--- src/pid_pkg.sv ---
// ----------------------------------------------------------------------------
// pid_pkg
// Shared widths, register codes, reset values and the stage record of the
// PID step block.
// ----------------------------------------------------------------------------
package pid_pkg;

   localparam int ErrW    = 24;   // error sample
   localparam int DiffW   = 25;   // per-sample difference
   localparam int IntegW  = 48;   // saturating integral
   localparam int GainW   = 32;   // Q16.16 gains
   localparam int ETolW   = 23;
   localparam int DTolW   = 24;
   localparam int LimitW  = 31;
   localparam int DriveW  = 32;
   localparam int CsrIdxW = 3;
   localparam int CsrDataW = 32;

   // Magnitude cap of the integral term, as a power of two.
   localparam int TermCapLog2 = 58;

   typedef enum logic [CsrIdxW-1:0] {
      CSR_GAIN_P          = 3'd0,
      CSR_GAIN_I          = 3'd1,
      CSR_GAIN_D          = 3'd2,
      CSR_ERROR_TOL       = 3'd3,
      CSR_DIFFERENCE_TOL  = 3'd4,
      CSR_INTEGRATE_MIN   = 3'd5,
      CSR_INTEGRATE_MAX   = 3'd6,
      CSR_OUTPUT_LIMIT    = 3'd7
   } csr_index_type;

   localparam logic [ErrW-1:0]   IntegMinReset    = 24'h80_0000;
   localparam logic [ErrW-1:0]   IntegMaxReset    = 24'h7F_FFFF;
   localparam logic [LimitW-1:0] OutputLimitReset = 31'h4000_0000;

   // One sample after the loop state update.
   typedef struct packed {
      logic signed [ErrW-1:0]   error;
      logic signed [DiffW-1:0]  diff;
      logic signed [IntegW-1:0] integ;
      logic                     at_setpoint;
   } sample_type;

endpackage

--- src/pid_state.sv ---
// ----------------------------------------------------------------------------
// pid_state
// Loop state of the PID step: previous error, first-sample flag and the
// saturating integral with its window and sign-change clear.
// ----------------------------------------------------------------------------
module pid_state (
   input  logic                                  clock,
   input  logic                                  reset,
   input  logic                                  take,
   input  logic signed [pid_pkg::ErrW-1:0]       error_sample,
   input  logic signed [pid_pkg::ErrW-1:0]       integrate_min,
   input  logic signed [pid_pkg::ErrW-1:0]       integrate_max,
   input  logic        [pid_pkg::ETolW-1:0]      error_tolerance,
   input  logic        [pid_pkg::DTolW-1:0]      difference_tolerance,
   output pid_pkg::sample_type                   sample
);
   import pid_pkg::*;

   logic signed [ErrW-1:0]   prev_err_ff;
   logic                     have_prev_ff;
   logic signed [IntegW-1:0] integ_ff;

   logic signed [DiffW-1:0]  diff;
   logic signed [IntegW:0]   integ_wide;
   logic signed [IntegW-1:0] integ_sat;
   logic signed [IntegW-1:0] integ_in;
   logic                     in_window;
   logic                     sign_same;
   logic        [ErrW-1:0]   mag_err;
   logic        [DiffW-1:0]  mag_diff;

   always_comb begin
      diff = have_prev_ff
           ? ($signed({error_sample[ErrW-1], error_sample})
              - $signed({prev_err_ff[ErrW-1], prev_err_ff}))
           : '0;

      in_window = (prev_err_ff >= integrate_min) && (prev_err_ff <= integrate_max);

      integ_wide = $signed({integ_ff[IntegW-1], integ_ff})
                 + $signed((IntegW+1)'(prev_err_ff));
      if (integ_wide[IntegW] != integ_wide[IntegW-1]) begin
         // Overflow: saturate toward the sign of the true sum.
         integ_sat = integ_wide[IntegW] ? {1'b1, {(IntegW-1){1'b0}}}
                                        : {1'b0, {(IntegW-1){1'b1}}};
      end else begin
         integ_sat = integ_wide[IntegW-1:0];
      end

      // Signs compared as -1, 0, +1.
      sign_same = ((error_sample == '0) && (prev_err_ff == '0))
               || ((error_sample != '0) && (prev_err_ff != '0)
                   && (error_sample[ErrW-1] == prev_err_ff[ErrW-1]));

      if (!have_prev_ff) begin
         integ_in = integ_ff;
      end else if (!in_window || !sign_same) begin
         integ_in = '0;
      end else begin
         integ_in = integ_sat;
      end

      mag_err  = error_sample[ErrW-1] ? (ErrW)'(-error_sample) : error_sample;
      mag_diff = diff[DiffW-1] ? (DiffW)'(-diff) : diff;

      sample.error       = error_sample;
      sample.diff        = diff;
      sample.integ       = integ_in;
      sample.at_setpoint = (mag_err < {1'b0, error_tolerance})
                        && (mag_diff < {1'b0, difference_tolerance});
   end

   always_ff @(posedge clock) begin
      if (reset) begin
         prev_err_ff  <= '0;
         have_prev_ff <= 1'b0;
         integ_ff     <= '0;
      end else if (take) begin
         prev_err_ff  <= error_sample;
         have_prev_ff <= 1'b1;
         integ_ff     <= integ_in;
      end
   end

endmodule

--- config.mk ---
export PLATFORM = sky130hd
export DESIGN_NAME = pid_state
export DESIGN_NICKNAME = d
export VERILOG_FILES = /design/src/pid_pkg.sv /design/src/pid_state.sv
export SDC_FILE = /design/constraint.sdc
export NUM_CORES = 1
export LEC_CHECK = 0
export BUFFER_PORTS_ARGS = -buffer_cell sky130_fd_sc_hd__clkbuf_2
export CAP_MARGIN = 20
export CORE_MARGIN = 1.5
export CORE_UTILIZATION = 52
export DETAILED_ROUTE_END_ITERATION = 7
export PLACE_DENSITY_LB_ADDON = 0.05
export SYNTH_ARGS = -nofsm -noshare
export SYNTH_HDL_FRONTEND = slang
export SYNTH_SLANG_ARGS = --single-unit
--- constraint.sdc ---
create_clock -name clock -period 5.32 [get_ports clock]
set_input_delay 0.532 -clock clock [delete_from_list [all_inputs] [get_ports clock]]
set_output_delay 0.532 -clock clock [all_outputs]
set_load 0.1 [all_outputs]
# Word level (Yosys, flattened, before mapping)
# Cells that the tools add are included.
# totals
input_bits	122
regBits	73
word_cells	33
out_inout_bits	98
# classes
add_sub_neg	4
n_mux	7
reduce_logical	13
order_cmp	4
n_eq_ne	2
# ops
op	n
$mux W48	4
$mux W25	2
$add A48 B24 Y49	1
$logic_not A24 Y1	2
$reduce_bool A24 Y1	2
$lt A25 B24 Y1	1
$neg A25 Y25	1
$sub A24 B24 Y25	1
$ge A24 B24 Y1	1
$le A24 B24 Y1	1
$lt A24 B23 Y1	1
$mux W24	1
$neg A24 Y24	1
$logic_and A1 B1 Y1	5
$logic_not A1 Y1	2
$logic_or A1 B1 Y1	2
$eq A1 B1 Y1	1
$ne A1 B1 Y1	1

# Logic depth before layout (Yosys ltp)
# depth
depth_word	8
ltp_mapped	27
ltp_nobuf	26

# Least setup slack after synthesis
# OpenSTA, ideal clock, no wires.
# synth_timing
path_kind	input port to output port
start	input port error_sample[0] in the netlist's numbering
end	output port sample[0] in the netlist's numbering
cell_stages	19
path_slack_ns	-2.942
arrival_time_ns	7.730
required_ns	4.788
n_path_buf	0
path_cell_list	inv_1 ha_1 inv_1 fa_1 a211oi_2 o211ai_1 a31o_2 a31oi_1 a21oi_1 nor3_1 nor3_1 a21oi_1 xnor2_1 ha_1 a211o_1 o221ai_1 a21oi_1 a211o_1 a41oi_1
# synth_lines
element	line_no	rtl
from (decl)	pid_state.sv:10	input logic signed [pid_pkg::ErrW-1:0] error_sample,
to (decl)	pid_state.sv:15	output pid_pkg::sample_type sample

==> results.sh <==
export IMPL_num_antenna_cells=0
export IMPL_ys_seq_area_share_pct=13.2
export IMPL_finalWorstSetupSlack_ns=-0.283
export IMPL_path_depth=22
export IMPL_grt_pass1_wl_um=59600
export IMPL_fmax_mhz=178
export IMPL_detail_route_antenna_nets=0
export IMPL_skew_ns=0.0103
export IMPL_ys_flop_type="dfxtp_1"
export IMPL_required_ns=4.79
export IMPL_synthArstFlopShare_pct=0
export IMPL_final_cells=2123
export IMPL_nNetsFinal=2134
export IMPL_max_stage_delay_ns=0.54
export IMPL_antenna_found_initial=0
export IMPL_routabilityCongestion=0.969
export IMPL_syn_num_nets=1822
export IMPL_dieArea_um2=22100
export IMPL_violations="negative setup slack"
export IMPL_leakagePower_uw=0.00722
export IMPL_placed_area_um2=14100
export IMPL_vdd_drop_max_uv=181
export IMPL_syn_area_per_cell_um2=7.22
export IMPL_drt_initial_drc_count=658
export IMPL_final_cell_area_um2=14600
export IMPL_wl_per_cell_um=17.5
export IMPL_numCtsBuffers=9
export IMPL_die_h_um=149
export IMPL_cp_top_family="compound AO/OA/AOI/OAI gates"
export IMPL_vias=12400
export IMPL_totalNegativeSetupSlack_ns=-0.283
export IMPL_arrival_ns=5.07
export IMPL_relSlewSlack_pct=29.8
export IMPL_setup_worst_path_end_class="primary output"
export IMPL_rows=53
export IMPL_clkTransAtPathRegs_ns=0.07
export IMPL_crit_chain="inv_1 > ha_1 > nor2b_1 > o31a_1 > o31a_1 > nor2_1 > xnor2_1 > buf_4 > o31a_1 > or3_4 > nand2_2 > xnor2_1 > ha_1 > nand2_1 > or4_4 > a211o_1 > a31oi_1 > o21ai_1 > a21oi_2 > a211o_1 > a41oi_4 > buf_12"
export IMPL_synth_area_um2=11100
export IMPL_synth_edf_count=0
export IMPL_powerDensity_nw_per_um2=192
export IMPL_placeableCoreArea_um2=21000
export IMPL_drive_gt1_share_pct=24.7
export IMPL_setup_viol=1
export IMPL_dpl_hpwl_um=29900
export IMPL_cts_tree="yes"
export IMPL_critPathBufInv=3
export IMPL_grtUsageMet2_pct=62.4
export IMPL_grt_busiest_layer="met2"
export IMPL_start_util_pct=52.8
export IMPL_dpl_cell_count=2103
export IMPL_nFillCells=1838
export IMPL_rsz0062_at_grt="yes"
export IMPL_overflow=0
export IMPL_die_w_um=149
export IMPL_drv_slew=0
export IMPL_yosysUniqueCellTypes=77
export IMPL_worstSetupStartpointType="flop"
export IMPL_cts_root_buf="clkbuf_16"
export IMPL_rr_worst_depth=15
export IMPL_final_hold_viol_count=0
export IMPL_clk_latency_ns=0.35
export IMPL_seq_area_um2=1460
export IMPL_crit_type="flop to primary output"
export IMPL_synth_cells=1531
export IMPL_outcome="complete, but fails checks"
export IMPL_groute_layer_met1_usage_pct=38.5
export IMPL_ctsHoldBuffers=0
export IMPL_area_growth_pct=32.1
export IMPL_drt_pass1_iter_count=5
export IMPL_routed_wl_um=37200
export IMPL_ys_ff_latch=73
export IMPL_fin_crit_ns=5.60
export IMPL_cts_sinks=73
export IMPL_ios=220
export IMPL_hold_path_class="flop to flop"
export IMPL_io_buffer_count=219
export IMPL_htree_levels=3
export IMPL_use_met3_pct=4.74
export IMPL_critPathMaxFanout=6
export IMPL_grt_use_total_pct=33.6
export IMPL_final_period_utilization_pct=105
export IMPL_drc=0
export IMPL_avgViaCountPerCell=5.86
export IMPL_first_global_vias=12200
export IMPL_cpMaxStageDelayCell="or4_4"
export IMPL_multi_input_area_um2=8770
export IMPL_worstHoldPathCells=2
export IMPL_path_common_cell="o31a_1"
export IMPL_synthesis_yosys_warnings=0
export IMPL_grt_max_degree=43
export IMPL_drv_cap=0
export IMPL_cts_path_max_buffers=2
export IMPL_worstMarginPinSlew_ns=1.05
layout by cell type (no fill, tap or decap), types with 20 or more instances in the layout:
master	instances
o2bb2ai_1	33
o31ai_1	21
buf_12	48
nand2_1	130
a21oi_1	104
dfxtp_1	71
mux2i_1	25
nor2_1	133
inv_1	155
nand4_1	27
a21o_1	43
xnor2_1	58
ha_1	166
clkbuf_2	171
a211oi_1	28
xor2_1	38
nand3_1	24
o21ai_0	85
nor3_1	20
buf_4	165
o21ai_1	25
cell usage after synthesis (18+ instances only):
library cell  number  area share (%)
a211oi_1          29             2.0
a21o_1            43             2.9
a21oi_1          111             5.0
buf_4             24             1.6
clkbuf_1          44             1.5
dfxtp_1           73              13
ha_1             167              19
inv_1            158             5.4
mux2i_1           28             2.5
nand2_1          133             4.5
nand2b_1          18             1.0
nand3_1           24             1.1
nand4_1           27             1.5
nor2_1           136             4.6
nor3_1            22             1.0
o21a_1            18             1.2
o21ai_0           92             4.2
o21ai_1           19            0.86
o2bb2ai_1         33             2.6
o31ai_1           22             1.5
xnor2_1           59             4.7
xor2_1            39             3.1
per-stage QoR:
stage	hold slack [ns]	setup WS, ns	util [%]	total power [µW]
2_1_floorplan	0.447	-1.08	-	1550
3_5_place_dp	0.466	-0.563	67.2	2020
5_1_grt	0.486	-0.544	69.7	2950
6_report	0.473	-0.283	69.7	2800
3_3_place_gp	0.459	-0.468	67.2	2000
4_1_cts	0.476	-0.313	69.5	2790
sequential cells by signal, indices dropped and copies added, names as in the netlist:
| register | count |
|---|---|
| integ_ff | 48 |
| have_prev_ff | 1 |
| prev_err_ff | 24 |
routing by layer:
| metal | share of wire [%] | vias to the layer above |
|---|---|---|
| met5 | 0 | - |
| li1 | - | 6117 |
| met2 | 50 | 412 |
| met4 | 3.5 | 0 |
| met1 | 41 | 5814 |
| met3 | 5.4 | 103 |
worst reg2reg max path: stages (launching register included):
cell	delay (ns)
dfxtp_2	0.33
buf_4	0.17
ha_1	0.24
fa_1	0.41
a21oi_1	0.28
o211ai_1	0.13
a31oi_1	0.30
o21ai_1	0.19
a211o_1	0.35
and3_1	0.24
o311ai_4	0.31
buf_4	0.27
buf_4	0.26
or2_2	0.40
buf_4	0.31
o21ai_0	0.11
repair_timing:
item                                    CTS  global route
endpoints found under the setup margin    1             2
pin swaps                                21             2
setup buffers                             4             0
resized for setup                        27             6
final timing paths:
kind,start,endpoint,slack [ns]
setup / recovery,prev_err_ff[1],sample[0],-0.28
hold / removal,integ_ff[4],integ_ff[4],0.47
setup reg to reg,prev_err_ff[0],integ_ff[0],0.91
hold reg to reg,integ_ff[4],integ_ff[4],0.47
report_power, final:
group          leakage [µW]  switching (µW)  internal [µW]
registers          0.000595            18.7            565
clock network      0.000169             273            473
logic               0.00646             920            550
cells by family (layout without fill, tap and decap cells):
group	after synthesis	after routing	synth area share, %
simple gates	432	432	18.5
mux	28	28	2.54
flops	73	73	13.2
buf+inv	243	560	9.25
xor+xnor	98	98	7.76
compound gates	488	488	29.5
fa+ha+maj	169	169	19.3
layout make-up:
| type | count | area share (%) |
|---|---|---|
| clock inverter | 6 | 0.788 |
| sequential | 73 | 10.0 |
| inverter | 159 | 4.12 |
| timing repair buffer | 385 | 21.0 |
| multi-input combinational | 1215 | 60.1 |
| tap | 275 | 2.36 |
| clock buffer | 10 | 1.64 |
Note: power is estimated with default switching activity, not from simulation.
